===== config.mk =====
export PLATFORM = sky130hd
export DESIGN_NAME = ifm_front
export DESIGN_NICKNAME = d
export VERILOG_FILES = /design/src/hw/rtl/i2c_fram_transaction_master_top_defines.svh /design/src/hw/rtl/ifm_front.sv
export SDC_FILE = /design/constraint.sdc
export NUM_CORES = 1
export LEC_CHECK = 0
export BUFFER_PORTS_ARGS = -buffer_cell sky130_fd_sc_hd__clkbuf_2
export CAP_MARGIN = 15
export CORE_AREA = 2 2 61 106
export CTS_CLUSTER_DIAMETER = 40
export DETAILED_ROUTE_END_ITERATION = 10
export DIE_AREA = 0 0 63 108
export GPL_TIMING_DRIVEN = 1
export PLACE_DENSITY = 0.7
export SYNTH_ARGS = -nofsm -noshare
export SYNTH_HDL_FRONTEND = slang
export SYNTH_SLANG_ARGS = --single-unit

===== constraint.sdc =====
create_clock -name clk -period 3.2 [get_ports clk]
set_clock_uncertainty 0.1 [all_clocks]
set_input_delay 0.48 -clock clk [delete_from_list [all_inputs] [get_ports clk]]
set_output_delay 0.48 -clock clk [all_outputs]
set_load 0.05 [all_outputs]

===== src/hw/rtl/i2c_fram_transaction_master_top_defines.svh =====
// Assertion macros for the I2C FRAM master.
`ifndef I2C_FRAM_TRANSACTION_MASTER_TOP_DEFINES_SVH
`define I2C_FRAM_TRANSACTION_MASTER_TOP_DEFINES_SVH
// Check that a property holds on every clock edge outside reset.
`define IFM_ASSERT(label, prop, msg) \
	label: assert property (@(posedge clk) disable iff (!arst_n) (prop)) else $error(msg);
// Check that a trigger is followed by a consequence on the next edge.
`define IFM_ASSERT_NEXT(label, trig, cons, msg) \
	label: assert property (@(posedge clk) disable iff (!arst_n) (trig) |=> (cons)) else $error(msg);
`endif


===== src/hw/rtl/ifm_front.sv =====
// Front end: accepts items and buffers them in a short queue toward the engine.
module ifm_front #(
	parameter int Depth = 2
) (
	input logic clk,
	input logic arst_n,
	input logic in_valid,
	output logic in_ready,
	input logic [1:0] op,
	input logic [10:0] mem_address,
	input logic [9:0] byte_count,
	input logic [7:0] write_byte,
	input logic sda_in,
	output logic q_valid,
	input logic q_pop,
	output logic [31:0] q_data
);
	localparam int AW = (Depth > 1) ? $clog2(Depth) : 1;
	logic [31:0] ent_q [Depth];
	logic [AW-1:0] wp_q, rp_q;
	logic [AW:0] cnt_q;
	logic push;

	assign in_ready = (cnt_q != (AW+1)'(Depth));
	assign push = in_valid && in_ready;
	assign q_valid = (cnt_q != '0);
	assign q_data = ent_q[rp_q];

	always_ff @(posedge clk) begin
		if (push) begin
			ent_q[wp_q] <= {op, mem_address, byte_count, write_byte, sda_in};
		end
	end

	always_ff @(posedge clk or negedge arst_n) begin
		if (!arst_n) begin
			wp_q <= '0;
			rp_q <= '0;
			cnt_q <= '0;
		end else begin
			if (push) begin
				wp_q <= (wp_q == AW'(Depth-1)) ? '0 : wp_q + 1'b1;
			end
			if (q_pop) begin
				rp_q <= (rp_q == AW'(Depth-1)) ? '0 : rp_q + 1'b1;
			end
			cnt_q <= cnt_q + (AW+1)'(push) - (AW+1)'(q_pop);
		end
	end
endmodule


==> results of run 1 <==
## stage by stage
stage               total power [mW]  hold WS (ns)  cells
floorplan                       2.62        0.0844    117
global placement                2.86         0.187    262
detailed placement              2.90         0.195    262
CTS                             3.54         0.226    279
global route                    3.65         0.217    279
finish                          3.49         0.245    279
## worst max-delay path, cell delays in order (launching register included)
cell and delay, ns:
dfrtp_2 0.65, buf_12 0.25, mux2_2 0.35, clkbuf_2 0.24
## cells in the final DEF (no fill, tap or decap), drive strengths merged, types with 2 or more instances in the layout
master	synthesis	routed
edfxtp	64	64
mux2	32	32
clkbuf	0	79
xnor2	3	3
clkinv	0	4
buf	4	2
dfrtp	4	4
## per-layer routing
layer / vias up / track usage [%] / part of all wire, %
met5: - / 0 / 0
met3: 4 / 5.83 / 6.4
met1: 631 / 13.2 / 34
met2: 47 / 25.2 / 59
li1: 616 / - / -
met4: 0 / 6.19 / 1.1
## power breakdown
part	leakage [nW]	switching, mW	internal [mW]
clock	0.0911	0.281	0.352
combinational	0.601	1.03	0.499
sequential	0.641	0.113	1.22
total	1.33	1.42	2.07
## path summary, 6_finish.rpt
kind	start	endpoint	slack, ns	cells after the start
worst min register to register	wp_q$_DFFE_PN0P_	wp_q$_DFFE_PN0P_	0.46	1
worst max register to register	cnt_q[1]$_DFF_PN0_	ent_q[0][16]$_DFFE_PP_	1.27	3
worst min-delay path	byte_count[1]	ent_q[1][10]$_DFFE_PP_	0.24	1
worst max-delay path	rp_q$_DFFE_PN0P_	q_data[20]	0.79	3
max in group asynchronous	arst_n	rp_q$_DFFE_PN0P_	2.46	2
min in group asynchronous	arst_n	cnt_q[1]$_DFF_PN0_	0.40	2
## repair_timing
action | in CTS | in global routing
hold buffers | 1 | 0
resized for setup | 0 | 0
endpoints found under the hold margin | 4 | 0
## state kept, by name, indices dropped and copies added (netlist names)
signal  count
ent_q      64
cnt_q       2
rp_q        1
wp_q        1
## cell type report
cell class	instances	area (sq um)
clock inverters	6	55.1
clock buffers	10	128
flip-flops and latches	68	2020
well taps	78	97.6
repair buffers	72	383
multi-input cells	45	582
fillers	477	2610
## cells by family (layout without fill, tap and decap cells)
logic type | after synthesis | count (layout) | share of synthesized area (%)
flops | 68 | 68 | 76.6
fa+ha+maj | 1 | 1 | 0.474
simple gates | 6 | 6 | 1.47
compound gates | 2 | 2 | 0.711
buf+inv | 4 | 88 | 1.71
mux | 32 | 32 | 17.8
xor+xnor | 4 | 4 | 1.33
==> results.md, run 1 <==
* Final Hold Viols at 0
* Mapped cell area at 0.00264 sq mm
* Fmax at 416 MHz
* CP Launch Type: register
* DRC at 0
* Setup bufs post-CTS at 0
* Pwr dens at 1070 mW/mm^2
* DIE WIDTH at 63 um
* Synth Warn # at 0
* Data required time of the worst path at 2.62 ns
* Synth Register Bits at 68
* Most common cell in the netlist: edfxtp_1
* Final core utilization at 55.6%
* Max transition margin at 40.3%
* Synth area leaders: edfxtp_1, mux2_4, dfrtp_1, buf_6, mux2_2
* Setup TNS at 0 ns
* First-pass GRT wire length at 6.82 mm
* CTS H-Tree Depth at 3
* CTS Buf Count at 9
* Final HPWL DP at 3.06 mm
* Mapped Nets at 154
* GR Overflow Total at 0
* Average wire per standard cell at 15.3 um
* Cells after Synth at 117
* CTS tree: built
* Post-Layout Inst Area at 0.00327 sq mm
* Core area at 0.00588 sq mm
* Number of I/O pins at 70
* Final WS setup at 0.794 ns
* Largest area contributor in the netlist: edfxtp_1
* Commonest cells in the netlist: edfxtp_1, mux2_4, buf_6, dfrtp_1
* Die Area at 0.00680 sq mm
* Worst-margin pin slew at 0.894 ns
* CTS max path bufs at 2
* Arrival time worst endpoint at 1.83 ns
* Clk slew on worst S/H paths at 0.07 ns
* Post-synth top area share at 72.8%
* Slew Viols, Final at 0
* Share of cells above drive strength 1 at 60.2%
* Crit. End Element: output pin
* Worst vdd ir at 0.000723 V
* Leak at 1.33 nW
* NumNets Final at 233
* Skew-Pair Late Insertion Delay at 0.32 ns
* Crit path kind: register to output pin
* Initial Util at 44.9%
* Port bufs at 69
* Root Buffer: clkbuf_8
* Minimum clock period after layout at 2.41 ns
* Routed vias/inst at 4.65
* DR iter-0 viols at 58
* Number of synthesized flops with an enable pin at 64
* Sequential share of the synthesized area at 76.6%
* # diodes at 0
* Max-cap viol count at 0
* Synthesized area per cell at 22.6 sq um
* Total GRT Usage at 13.8%
* Total vias in the final route at 1298
* Routed Antenna Nets at 0
* Largest net degree at the start of global routing at 33
* Setup violations, final at 0
* Status: finished, final reports clean
* RSZ-0062 raised after global routing: no
* Crit path max fanout at 20
* Drt total wl at 4.28 mm
* Number of cell rows at 37
* Syn-to-layout area delta at 23.7%
* Ys flop type: edfxtp_1
* Hold crit path type: primary input to register
* Synth unique cells at 16
* CTS Sinks at 68
* RePlAce Congestion at 0.671
* Vias in the first global route at 1422
* Die extent in y at 108 um
* Initial DRT Pass Iterations at 4
* Placed Area at 0.00308 sq mm
* Initial antenna violation count at 0
* Pre-CTS WS at 1.12 ns
* Post-synth ARST share at 5.88%
* Final Cycle Share at 75.2%
Note: power is estimated with default switching activity, not from simulation.
==> run 2: changes to the inputs <==
--- a/config.mk
+++ b/config.mk
@@ -12,7 +12,7 @@
 export DETAILED_ROUTE_END_ITERATION = 10
 export DIE_AREA = 0 0 63 108
 export GPL_TIMING_DRIVEN = 1
-export PLACE_DENSITY = 0.7
+export PLACE_DENSITY = 0.73
 export SYNTH_ARGS = -nofsm -noshare
 export SYNTH_HDL_FRONTEND = slang
 export SYNTH_SLANG_ARGS = --single-unit
==> constraint.sdc (replaced) <==
create_clock -name clk -period 2.2 [get_ports clk]
set_clock_uncertainty 0.1 [all_clocks]
set_input_delay 0.33 -clock clk [delete_from_list [all_inputs] [get_ports clk]]
set_output_delay 0.33 -clock clk [all_outputs]
set_load 0.05 [all_outputs]
==> results.md, run 2 (synthesized netlist as in run 1, its figures left out) <==
* Biggest regs: ent_q: 64 flops, cnt_q: 2 flops
* Routed Antenna Nets at 0
* RePlAce Congestion at 0.760
* Average wire per standard cell at 14.9 um
* Hold crit path type: primary input to register
* Setup bufs post-CTS at 0
* HP Start: byte_count[6]
* Number of I/O pins at 70
* Vias in the first global route at 1424
* Most frequent cells in the layout: clkbuf_2, edfxtp_1, mux2_4, clkbuf_8, buf_4
* Syn-to-layout area delta at 23.5%
* Core area at 0.00588 sq mm
* Hold Path Cell Cnt at 1
* DRC at 0
* Die extent in y at 108 um
* Drt total wl at 4.19 mm
* Data required time of the worst path at 1.77 ns
* Total vias in the final route at 1313
* Number of cell rows at 37
* Inst Count DP at 265
* Placed Area at 0.00310 sq mm
* # diodes at 0
* Biggest register: ent_q
* Total power at 4.99 mW
* End of the worst register-to-register path: ent_q[0][22]$_DFFE_PP_
* RSZ-0062 raised after global routing: no
* CTS Buf Count at 9
* Finished Layout Cells at 282
* Register-to-register path setup slack at 0.61 ns
* CTS max path bufs at 2
* CTS Sinks at 68
* Routed vias/inst at 4.66
* Largest net degree at the start of global routing at 26
* WL met2 at 2.48 mm
* Clk slew on worst S/H paths at 0.06 ns
* Arrival time worst endpoint at 1.65 ns
* DR iter-0 viols at 22
* Fmax at 481 MHz
* Max transition margin at 76.3%
* Initial antenna violation count at 0
* CP Launch Type: register
* First-pass GRT wire length at 6.47 mm
* CTS tree: built
* Post-Layout Inst Area at 0.00326 sq mm
* Max-cap viol count at 0
* RR Startpoint: cnt_q[1]$_DFF_PN0_
* Initial DRT Pass Iterations at 3
* Final HPWL DP at 2.93 mm
* NumNets Final at 236
* Port bufs at 69
* DIE WIDTH at 63 um
* DR WL met3 at 211 um
* Hold WS at 0.0807 ns
* Total GRT Usage at 13.7%
* Slew Viols, Final at 0
* Crit. End Element: output pin
* Setup violations, final at 0
* Crit path kind: register to output pin
* Worst Hold End: ent_q[1][15]$_DFFE_PP_
* Largest register FFs at 64
* Root Buffer: clkbuf_8
* Final core utilization at 55.5%
* Setup TNS at 0 ns
* Pre-CTS WS at 0.473 ns
* Share of cells above drive strength 1 at 60.3%
* Die Area at 0.00680 sq mm
* Leak at 1.34 nW
* GR Overflow Total at 0
* Crit path max fanout at 20
* Minimum clock period after layout at 2.08 ns
* Status: finished, final reports clean
* Worst vdd ir at 0.00103 V
* Top Metal Used: met4
* Most common cell after layout, fill and taps aside: clkbuf_2
* Pwr dens at 1530 mW/mm^2
* R2r worst-path depth at 4
* Worst-margin pin slew at 0.355 ns
* CTS H-Tree Depth at 3
* Initial Util at 44.9%
* WL met1 at 1.43 mm
* Skew-Pair Late Insertion Delay at 0.33 ns
* Final Hold Viols at 0
* Final WS setup at 0.121 ns
* Final Cycle Share at 94.5%
## run 2: report_power, final
group,switching (mW),internal [mW],leakage (nW)
Clock,0.407,0.398,0.0792
Combinational,1.57,0.747,0.615
Sequential,0.0931,1.78,0.641
## run 2: what timing repair did
item | 4_1_cts | 5_1_grt
resized for setup | 0 | 0
hold buffers | 1 | 0
hold endpoints to repair | 4 | 0
## run 2: final cells by class
type                       instances  area, sq um
clock buffer                      12          135
sequential                        68         2020
clock inverter                     4         17.5
fill                             488         2620
multi-input combinational         45          583
timing repair buffer              75          405
tap                               78         97.6
## run 2: layer usage
| layer | GRT usage (%) | up-vias |
|---|---|---|
| met3 | 4.99 | 4 |
| met4 | 9.52 | 0 |
| met2 | 25.3 | 41 |
| li1 | - | 622 |
| met5 | 0 | - |
| met1 | 11.9 | 646 |
## run 2: how the worst max path moves through the flow
stage / from / endpoint / slack, ns / cells past startpoint
finish: rp_q$_DFFE_PN0P_ / q_data[21] / 0.12 / 3
global placement: rp_q$_DFFE_PN0P_ / q_data[21] / 0.48 / 3
global route: rp_q$_DFFE_PN0P_ / q_data[21] / 0.05 / 3
detailed placement: rp_q$_DFFE_PN0P_ / q_data[20] / 0.47 / 3
floorplan: cnt_q[0]$_DFF_PN0_ / ent_q[0][0]$_DFFE_PP_ / 0.11 / 3
CTS: rp_q$_DFFE_PN0P_ / q_data[21] / 0.07 / 3
## run 2: critical path, stage by stage (launching register included)
cell and delay (ns):
dfrtp_2 0.35, buf_4 0.33, mux2_2 0.39, clkbuf_2 0.24
==> run 3: changes to the inputs <==
--- a/config.mk
+++ b/config.mk
@@ -8,11 +8,13 @@
 export BUFFER_PORTS_ARGS = -buffer_cell sky130_fd_sc_hd__clkbuf_2
 export CAP_MARGIN = 15
 export CORE_AREA = 2 2 61 106
+export CTS_BUF_LIST = sky130_fd_sc_hd__clkbuf_4
 export CTS_CLUSTER_DIAMETER = 40
 export DETAILED_ROUTE_END_ITERATION = 10
 export DIE_AREA = 0 0 63 108
 export GPL_TIMING_DRIVEN = 1
 export PLACE_DENSITY = 0.73
+export RECOVER_POWER = 25
 export SYNTH_ARGS = -nofsm -noshare
 export SYNTH_HDL_FRONTEND = slang
 export SYNTH_SLANG_ARGS = --single-unit
==> results.md, run 3 (synthesized netlist as in run 1, its figures left out) <==
* Status: finished, final reports clean
* Largest net degree at the start of global routing at 26
* Initial DRT Pass Iterations at 4
* Vias in the first global route at 1584
* CP cell instances: buf_6 > mux2_2 > clkbuf_2
* Max transition margin at 81.4%
* Average wire per standard cell at 14.1 um
* DIE WIDTH at 63 um
* Register-to-register path setup slack at 0.61 ns
* RR Startpoint: cnt_q[1]$_DFF_PN0_
* Setup violations, final at 0
* Clk slew on worst S/H paths at 0.10 ns
* CTS tree: built
* Minimum clock period after layout at 2.07 ns
* Core area at 0.00588 sq mm
* GR Overflow Total at 0
* Worst vdd ir at 0.000744 V
* CP max-delay cell: mux2_2
* Hold Path Cell Cnt at 2
* CTS Buf Count at 9
* Fillers at 485
* HP Start: q_pop
* Port bufs at 69
* RePlAce Congestion at 0.760
* Syn-to-layout area delta at 32.6%
* Total vias in the final route at 1443
* Fmax at 483 MHz
* CTS max path bufs at 2
* DR iter-0 viols at 35
* Setup TNS at 0 ns
* Routed Antenna Nets at 0
* Data required time of the worst path at 1.77 ns
* # diodes at 0
* Crit path kind: register to output pin
* Share of cells above drive strength 1 at 47.9%
* Largest register FFs at 64
* Initial Util at 44.9%
* R2r worst-path depth at 4
* Setup bufs post-CTS at 0
* Final core utilization at 59.6%
* Skew-Pair Late Insertion Delay at 0.40 ns
* Die extent in y at 108 um
* Arrival time worst endpoint at 1.64 ns
* Die Area at 0.00680 sq mm
* Pwr dens at 1390 mW/mm^2
* Max-cap viol count at 0
* Worst-margin pin slew at 0.279 ns
* Crit path max fanout at 20
* RSZ-0062 raised after global routing: no
* Final Cycle Share at 94.2%
* Slew Viols, Final at 0
* Hold crit path type: primary input to register
* CP max stage delay at 0.38 ns
* Number of I/O pins at 70
* Initial antenna violation count at 0
* Worst Hold End: rp_q$_DFFE_PN0P_
* Drt total wl at 4.39 mm
* Total GRT Usage at 14.5%
* CTS H-Tree Depth at 3
* First-pass GRT wire length at 6.99 mm
* Number of cell rows at 37
* DRC at 0
* Final HPWL DP at 2.93 mm
* Biggest register: ent_q
* NumNets Final at 266
* Root Buffer: clkbuf_4
* Most common cell after layout, fill and taps aside: edfxtp_1
* Crit. End Element: output pin
* CP Launch Type: register
* Most frequent cells in the layout: edfxtp_1, clkbuf_2, dlygate4sd3_1, mux2_4, clkbuf_1
* Routed vias/inst at 4.63
* End of the worst register-to-register path: ent_q[0][30]$_DFFE_PP_
* Leak at 1.41 nW
* Biggest regs: ent_q: 64 flops, cnt_q: 2 flops
* CTS Sinks at 68
* Final Hold Viols at 0
==> run 3: where the power goes <==
part | switching, mW | total [mW] | leakage, nW | internal [mW]
Clock | 0.384 | 0.644 | 0.0662 | 0.260
Sequential | 0.0950 | 1.87 | 0.641 | 1.77
Combinational | 1.57 | 2.36 | 0.700 | 0.783
Total | 2.05 | 4.87 | 1.41 | 2.82
==> run 3: through the flow <==
step	hold WS, ns	power, mW	cell area [sq um]	cells	worst slack [ns]
after detailed placement	0.0482	4.24	3100	265	0.473
after global placement	0.0487	4.21	3100	265	0.484
after CTS	0.00166	4.94	3510	311	0.0725
after global routing	0.0387	5.10	3500	312	0.0383
final	0.0683	4.87	3500	312	0.128
after floorplan	-0.0656	3.82	2650	117	0.107
==> run 3: per-layer routing <==
| layer | share of wire [%] | GRT usage (%) |
|---|---|---|
| met5 | 0 | 0 |
| met2 | 57 | 26.9 |
| met3 | 5.1 | 5.10 |
| met1 | 35 | 12.6 |
| met4 | 2.8 | 10.0 |
==> run 3: final cells by class <==
cell class,count,area (sq um),share of cell area (%)
multi-input cells,45,583,16.6
flip-flops and latches,68,2020,57.7
clock inverters,4,17.5,0.500
repair buffers,105,692,19.8
well taps,78,97.6,2.79
clock buffers,12,90.1,2.57
==> run 3: what timing repair did <==
| action | CTS | global route |
|---|---|---|
| endpoints found under the setup margin | 1 | 0 |
| hold endpoints to repair | 61 | 2 |
| hold buffers | 30 | 1 |
| resized for setup | 1 | 0 |
==> run 3: critical path: cells and delay by family (launching register included) <==
family                 cells  cell delay (ns)
buffers and inverters      2             0.49
muxes                      1             0.38
DFF                        1             0.37
==> run 3: worst max-delay path by stage <==
stage	startpoint	endpoint	slack [ns]	cells after the start
floorplan	cnt_q[0]$_DFF_PN0_	ent_q[0][0]$_DFFE_PP_	0.11	3
global placement	rp_q$_DFFE_PN0P_	q_data[21]	0.48	3
detailed placement	rp_q$_DFFE_PN0P_	q_data[20]	0.47	3
CTS	rp_q$_DFFE_PN0P_	q_data[21]	0.07	3
global route	rp_q$_DFFE_PN0P_	q_data[21]	0.04	3
finish	rp_q$_DFFE_PN0P_	q_data[21]	0.13	3
